--- src/design/sitda_pkg.sv ---
// Types and constants for the signed integer to decimal text converter.
// No dependencies.
package sitda_pkg;

  localparam int unsigned MagWidth      = 32;
  localparam int unsigned NumDigits     = 10;
  localparam int unsigned BcdWidth      = 4 * NumDigits;
  localparam int unsigned NumStages     = 4;
  localparam int unsigned StepsPerStage = MagWidth / NumStages;
  localparam int unsigned IdxWidth      = $clog2(NumDigits);

  localparam logic [7:0] CharZero  = 8'd48;
  localparam logic [7:0] CharMinus = 8'd45;

  // One word moving down the double-dabble pipeline.
  typedef struct packed {
    logic                neg;
    logic [MagWidth-1:0] bin;
    logic [BcdWidth-1:0] bcd;
  } dd_word_t;

endpackage

--- src/design/sitda_if.sv ---
// Valid/ready channel interfaces for the decimal text converter.
// No dependencies.
interface sitda_in_if;
  logic               valid;
  logic               ready;
  logic signed [31:0] value;

  modport source (output valid, output value, input ready);
  modport sink (input valid, input value, output ready);
endinterface

interface sitda_out_if;
  logic       valid;
  logic       ready;
  logic [7:0] character;
  logic       last_char;

  modport source (output valid, output character, output last_char, input ready);
  modport sink (input valid, input character, input last_char, output ready);
endinterface

--- src/design/sitda_dd_stage.sv ---
// One register stage of the double-dabble binary to BCD pipeline.
// Depends on sitda_pkg.
module sitda_dd_stage (
  input  logic               clk_i,
  input  logic               rst_ni,
  input  logic               valid_i,
  output logic               ready_o,
  input  sitda_pkg::dd_word_t word_i,
  output logic               valid_o,
  input  logic               ready_i,
  output sitda_pkg::dd_word_t word_o
);
  import sitda_pkg::*;

  logic     valid_q;
  dd_word_t word_q;

  // Shift-and-add-3 over this stage's share of the binary bits.
  function automatic dd_word_t dabble(dd_word_t w);
    dd_word_t r;
    r = w;
    for (int s = 0; s < StepsPerStage; s++) begin
      for (int d = 0; d < NumDigits; d++) begin
        if (r.bcd[d*4 +: 4] >= 4'd5) begin
          r.bcd[d*4 +: 4] = r.bcd[d*4 +: 4] + 4'd3;
        end
      end
      {r.bcd, r.bin} = {r.bcd, r.bin} << 1;
    end
    return r;
  endfunction

  assign ready_o = !valid_q || ready_i;
  assign valid_o = valid_q;
  assign word_o  = word_q;

  always_ff @(posedge clk_i or negedge rst_ni) begin
    if (!rst_ni) begin
      valid_q <= 1'b0;
    end else if (ready_o) begin
      valid_q <= valid_i;
    end
  end

  always_ff @(posedge clk_i) begin
    if (ready_o && valid_i) begin
      word_q <= dabble(word_i);
    end
  end

endmodule

--- src/design/sitda_ser.sv ---
// Serializer: turns one BCD word into a run of ASCII characters.
// Depends on sitda_pkg.
module sitda_ser (
  input  logic               clk_i,
  input  logic               rst_ni,
  input  logic               valid_i,
  output logic               ready_o,
  input  sitda_pkg::dd_word_t word_i,
  output logic               valid_o,
  input  logic               ready_i,
  output logic [7:0]         character_o,
  output logic               last_char_o
);
  import sitda_pkg::*;

  logic                busy_q, busy_d;
  logic                neg_q, neg_d;
  logic [IdxWidth-1:0] idx_q, idx_d;
  logic [BcdWidth-1:0] bcd_q, bcd_d;
  logic                oval_q, oval_d;
  logic [7:0]          ochar_q, ochar_d;
  logic                olast_q, olast_d;

  logic                out_free, emit;
  logic                cur_neg;
  logic [IdxWidth-1:0] cur_idx;
  logic [BcdWidth-1:0] cur_bcd;
  logic [3:0]          digit;

  // Position of the most significant nonzero digit; zero gives position 0.
  function automatic logic [IdxWidth-1:0] top_idx(logic [BcdWidth-1:0] bcd);
    logic [IdxWidth-1:0] idx;
    idx = '0;
    for (int d = 1; d < NumDigits; d++) begin
      if (bcd[d*4 +: 4] != 4'd0) begin
        idx = IdxWidth'(d);
      end
    end
    return idx;
  endfunction

  assign out_free = !oval_q || ready_i;
  assign ready_o  = out_free && !busy_q;
  assign emit     = out_free && (busy_q || valid_i);

  always_comb begin
    cur_neg = busy_q ? neg_q : word_i.neg;
    cur_idx = busy_q ? idx_q : top_idx(word_i.bcd);
    cur_bcd = busy_q ? bcd_q : word_i.bcd;
    digit   = 4'd0;
    for (int d = 0; d < NumDigits; d++) begin
      if (IdxWidth'(d) == cur_idx) begin
        digit = cur_bcd[d*4 +: 4];
      end
    end
  end

  always_comb begin
    busy_d  = busy_q;
    neg_d   = neg_q;
    idx_d   = idx_q;
    bcd_d   = bcd_q;
    oval_d  = oval_q;
    ochar_d = ochar_q;
    olast_d = olast_q;
    if (emit) begin
      oval_d  = 1'b1;
      ochar_d = cur_neg ? CharMinus : CharZero + {4'd0, digit};
      olast_d = !cur_neg && (cur_idx == '0);
      bcd_d   = cur_bcd;
      neg_d   = 1'b0;
      if (cur_neg) begin
        busy_d = 1'b1;
        idx_d  = cur_idx;
      end else if (cur_idx == '0) begin
        busy_d = 1'b0;
      end else begin
        busy_d = 1'b1;
        idx_d  = cur_idx - 1'b1;
      end
    end else if (ready_i) begin
      oval_d = 1'b0;
    end
  end

  always_ff @(posedge clk_i or negedge rst_ni) begin
    if (!rst_ni) begin
      busy_q <= 1'b0;
      neg_q  <= 1'b0;
      idx_q  <= '0;
      oval_q <= 1'b0;
    end else begin
      busy_q <= busy_d;
      neg_q  <= neg_d;
      idx_q  <= idx_d;
      oval_q <= oval_d;
    end
  end

  always_ff @(posedge clk_i) begin
    bcd_q   <= bcd_d;
    ochar_q <= ochar_d;
    olast_q <= olast_d;
  end

  assign valid_o     = oval_q;
  assign character_o = ochar_q;
  assign last_char_o = olast_q;

endmodule

--- src/design/signed_int_to_decimal_ascii.sv ---
// Channel   Dir  Word               Meaning
// in_i      in   value[31:0] s      integer to convert
// out_o     out  character[7:0]     '-' or '0'..'9', most significant first
//                last_char          set on the final character of a number
//
// An input register takes the magnitude, four register stages run eight
// double-dabble steps each, and a serializer with an output register sends
// one character per cycle while out ready is high. A number's first character
// goes through the input register, each stage register and the output register.
// Reset clears the valid bits and the serializer state. A low out ready holds
// the output word and backs up through the stages to in ready; nothing is
// dropped or repeated.
module signed_int_to_decimal_ascii (
  input  logic               clk_i,
  input  logic               rst_ni,
  sitda_in_if.sink           in_i,
  sitda_out_if.source        out_o
);
  import sitda_pkg::*;

  logic                abs_valid_q;
  dd_word_t            abs_word_q, abs_word_d;
  logic [MagWidth-1:0] raw;

  logic     st_valid [NumStages+1];
  logic     st_ready [NumStages+1];
  dd_word_t st_word  [NumStages+1];

  assign raw = unsigned'(in_i.value);

  always_comb begin
    abs_word_d.neg = raw[MagWidth-1];
    abs_word_d.bin = raw[MagWidth-1] ? (~raw + 1'b1) : raw;
    abs_word_d.bcd = '0;
  end

  assign in_i.ready = !abs_valid_q || st_ready[0];

  always_ff @(posedge clk_i or negedge rst_ni) begin
    if (!rst_ni) begin
      abs_valid_q <= 1'b0;
    end else if (in_i.ready) begin
      abs_valid_q <= in_i.valid;
    end
  end

  always_ff @(posedge clk_i) begin
    if (in_i.ready && in_i.valid) begin
      abs_word_q <= abs_word_d;
    end
  end

  assign st_valid[0] = abs_valid_q;
  assign st_word[0]  = abs_word_q;

  for (genvar g = 0; g < NumStages; g++) begin : g_dd
    sitda_dd_stage u_stage (
      .clk_i   (clk_i),
      .rst_ni  (rst_ni),
      .valid_i (st_valid[g]),
      .ready_o (st_ready[g]),
      .word_i  (st_word[g]),
      .valid_o (st_valid[g+1]),
      .ready_i (st_ready[g+1]),
      .word_o  (st_word[g+1])
    );
  end

  sitda_ser u_ser (
    .clk_i       (clk_i),
    .rst_ni      (rst_ni),
    .valid_i     (st_valid[NumStages]),
    .ready_o     (st_ready[NumStages]),
    .word_i      (st_word[NumStages]),
    .valid_o     (out_o.valid),
    .ready_i     (out_o.ready),
    .character_o (out_o.character),
    .last_char_o (out_o.last_char)
  );

endmodule

--- src/flat_wrapper.sv ---
// flat-port wrapper written by rule: the top's interface ports become plain ports
module signed_int_to_decimal_ascii_flat import sitda_pkg::*;
  (clk_i, rst_ni, in_i_valid, in_i_value, in_i_ready, out_o_valid, out_o_character, out_o_last_char, out_o_ready);
  sitda_in_if in_i_i ();
  sitda_out_if out_o_i ();
  input  logic clk_i;
  input  logic rst_ni;
  input wire logic [$bits(in_i_i.valid)-1:0] in_i_valid;
  input wire logic [$bits(in_i_i.value)-1:0] in_i_value;
  output wire logic [$bits(in_i_i.ready)-1:0] in_i_ready;
  output wire logic [$bits(out_o_i.valid)-1:0] out_o_valid;
  output wire logic [$bits(out_o_i.character)-1:0] out_o_character;
  output wire logic [$bits(out_o_i.last_char)-1:0] out_o_last_char;
  input wire logic [$bits(out_o_i.ready)-1:0] out_o_ready;
  assign in_i_i.valid = in_i_valid;
  assign in_i_i.value = in_i_value;
  assign in_i_ready = in_i_i.ready;
  assign out_o_valid = out_o_i.valid;
  assign out_o_character = out_o_i.character;
  assign out_o_last_char = out_o_i.last_char;
  assign out_o_i.ready = out_o_ready;
  signed_int_to_decimal_ascii u_core (.clk_i(clk_i), .rst_ni(rst_ni), .in_i(in_i_i), .out_o(out_o_i));
endmodule
--- config.mk ---
export PLATFORM = sky130hd
export DESIGN_NAME = signed_int_to_decimal_ascii_flat
export DESIGN_NICKNAME = d
export VERILOG_FILES = /design/src/design/sitda_pkg.sv /design/src/design/sitda_if.sv /design/src/design/sitda_dd_stage.sv /design/src/design/sitda_ser.sv /design/src/design/signed_int_to_decimal_ascii.sv /design/src/flat_wrapper.sv
export SDC_FILE = /design/constraint.sdc
export NUM_CORES = 1
export LEC_CHECK = 0
export BUFFER_PORTS_ARGS = -buffer_cell sky130_fd_sc_hd__buf_2
export CORE_MARGIN = 5
export CORE_UTILIZATION = 40
export CTS_CLUSTER_DIAMETER = 30
export DETAILED_ROUTE_END_ITERATION = 8
export MAX_ROUTING_LAYER = met4
export PLACE_DENSITY = 0.55
export RECOVER_POWER = 100
export SLEW_MARGIN = 20
export SYNTH_ARGS = -nofsm -noshare
export SYNTH_HDL_FRONTEND = slang
export SYNTH_SLANG_ARGS = --single-unit
--- constraint.sdc ---
create_clock -name clk_i -period 7.13 [get_ports clk_i]
set_input_delay 1.426 -clock clk_i [delete_from_list [all_inputs] [get_ports clk_i]]
set_output_delay 1.426 -clock clk_i [all_outputs]
set_load 0.03 [all_outputs]
==> reports/metrics.csv <==
metric,value,unit
status,"complete, but fails checks",
failing checks,"capacitance limit, slew limit",
most common cell in the netlist,nand2_1,
"Req. time, crit path",7440,ps
global placement routability congestion,0.824,
final count of pins violating max slew,294,
pre-CTS WS,172,ps
RSZ-0062 raised after global routing,true,
Post-synth EDFFs,233,
Worst-Skew Late Latency,590,ps
Final Critical Period,6660,ps
drt total wl,59800,µm
"Warnings, synthesis",0,
initial antenna violation count,0,
Global Route Usage Sum,15.7,%
die area,75500,µm²
fin area,32200,µm²
WL per Instance,13.3,µm
share of layout cells above drive strength 1,13.9,%
"Distinct cells, synth",129,
vias,24981,
Worst Clk Skew,30.1,ps
vias in the first global route,22327,
Synth Flop Type,edfxtp_1,
Async SR Flop Fraction,4.51,%
Final WS setup,472,ps
Max Clk Rate,150,MHz
Syn Std Cell Area,28000,µm²
CP endpoint kind,flip-flop,
met1 Use GR,21.9,%
"reg-to-reg slack, setup",470,ps
R2R depth,36,
total congestion overflow,0,
post-cts hold buffer count,0,
drt drc,0,
slew margin rel.,-107,%
"Reg clk slew, reported paths",50,ps
1st-iter DRT viols,1526,
first-pass GRT wire length,103000,µm
# IOs,47,
height of the die,275,µm
Mapped Cells,3408,
Critical Path Most Common Cell,ha_1,
largest net degree at the start of global routing,53,
clock sink count,244,
GRT met3 Usage,2.33,%
DR vias/cell,5.56,
Synth area leader,edfxtp_1,
CTS buffer count,66,
worst setup path endpoint,u_core.g_dd[2].u_stage.word_o[19]$_DFFE_PP_,
Die X,275,µm
WS Path Type,flip-flop to flip-flop,
HP Start,u_core.g_dd[0].u_stage.word_o[63]$_DFFE_PP_,
Buffers on Ports,43,
clk root buf,clkbuf_16,
DRT Pass-1 Iters,8,
"Area growth, synth to finish",14.8,%
post-synth top area share,24.9,%
number of core rows,97,
synthesized flop and latch total,244,
H-tree depth,3,
core area,69800,µm²
placement-stage cell area,29500,µm²
Mean Syn Cell Area,8.23,µm²
fin nets,3686,
final setup violating endpoints,0,
reg2reg start,u_core.g_dd[1].u_stage.word_o[8]$_DFFE_PP_,
Final Hold Viols,0,
CP arrival,6970,ps
fin crit share,93.4,%
Top Usage Layer GRT,met2,
Critical path origin,u_core.g_dd[1].u_stage.word_o[8]$_DFFE_PP_,
RR Endpoint,u_core.g_dd[2].u_stage.word_o[19]$_DFFE_PP_,
Hold Crit Class,flip-flop to flip-flop,
DPL Wire Length,44200,µm
Inserted Diodes,0,
Max Cap Violations,7,
CP max stage delay,440,ps
ANT nets after route,0,
CTS Buffer Depth,3,
Initial Util,40.2,%
met2 track demand over resource,24.3,%
CTS tree,done,
worst slew pin tran,3090,ps
crit path launch type,flip-flop,
Worst path slowest cell,edfxtp_1,
maximum fanout along the worst path,7,
Area contributors post-synth,"edfxtp_1 (25%), ha_1 (6.6%), nand2_1 (4.2%), nor2_1 (4.0%), a21oi_1 (3.9%)",
Post-synth top cells,"nand2_1 (314), nor2_1 (301), edfxtp_1 (233)",
sequential area share after synthesis,25.9,%
-- area by class of cell --
type | count | area [µm²]
Inverter | 221 | 830
Tap cell | 940 | 1180
Fill cell | 6810 | 37600
Clock buffer | 85 | 1760
Timing Repair Buffer | 129 | 825
Sequential cell | 244 | 7270
Clock inverter | 33 | 448
Multi-Input combinational cell | 2839 | 19900
-- metrics by stage --
step                util, %  instances  setup TNS (ps)  hold WS, ps
finish                 46.1       4491               0          411
global placement       42.3       4352               0          401
floorplan                 -       3409               0          400
global route           46.1       4491            -183          417
CTS                    45.5       4470               0          414
detailed placement     42.3       4352               0          405
-- worst max-delay path: cells and delay by family (launching register included) --
family                   cells  cell delay, ps
multiplexers                 2             530
XOR/XNOR                     1             160
AO/OA/AOI/OAI               15            2470
flip-flops                   1             440
buffers and inverters        5             540
AND/OR/NAND/NOR              8            1120
adder cells (fa/ha/maj)      5            1130
-- how the worst min path moves through the flow --
stage               cells past startpoint                                           to
global route                            0  u_core.g_dd[0].u_stage.word_o[60]$_DFFE_PP_
detailed placement                      0  u_core.g_dd[0].u_stage.word_o[53]$_DFFE_PP_
finish                                  0  u_core.g_dd[1].u_stage.word_o[71]$_DFFE_PP_
global placement                        0  u_core.g_dd[2].u_stage.word_o[71]$_DFFE_PP_
CTS                                     0  u_core.g_dd[1].u_stage.word_o[71]$_DFFE_PP_
floorplan                               0   u_core.g_dd[0].u_stage.word_o[0]$_DFFE_PP_
-- registers in the layout, indices dropped and copies added (netlist names), 4 cells and up --
| name | flops |
|---|---|
| u_core.abs_word_q | 33 |
| u_core.g_dd.u_stage.valid_o | 4 |
| u_core.g_dd.u_stage.word_o | 154 |
| u_core.u_ser.bcd_q | 40 |
| u_core.u_ser.character_o | 5 |
| u_core.u_ser.idx_q | 4 |
-- cells in the final DEF (no fill, tap or decap), types with 74 or more instances in the layout --
cell / n
nor2_1: 294
ha_1: 145
nand2b_1: 78
o21ai_0: 218
nand2_1: 314
nor3_1: 74
inv_1: 208
mux2i_1: 94
buf_4: 80
edfxtp_1: 233
xnor2_1: 107
a21oi_1: 214
-- timing repair --
item / 4_1_cts / 5_1_grt
setup buffers: 0 / 21
endpoints found under the setup margin: 0 / 57
gates resized for setup: 0 / 81
-- kinds of logic (layout without fill, tap and decap cells) --
family | count (synthesis) | count (layout) | synth area share (%)
buffers and inverters | 326 | 468 | 4.54
flip-flops | 244 | 244 | 25.9
AO/OA/AOI/OAI | 1195 | 1195 | 30.0
XOR/XNOR | 152 | 152 | 5.05
AND/OR/NAND/NOR | 1129 | 1129 | 19.6
multiplexers | 204 | 204 | 7.95
adder cells (fa/ha/maj) | 156 | 156 | 6.91
other | 2 | 3 | 0.0268
-- routing by layer --
metal	wire, µm	vias up
met3	2080	82
met5	0	-
met1	30400	11438
met2	26400	373
li1	-	13088
met4	963	0
Power is not shown: default switching activity piles up to over one toggle a cycle in this logic, so the estimate is an artifact.
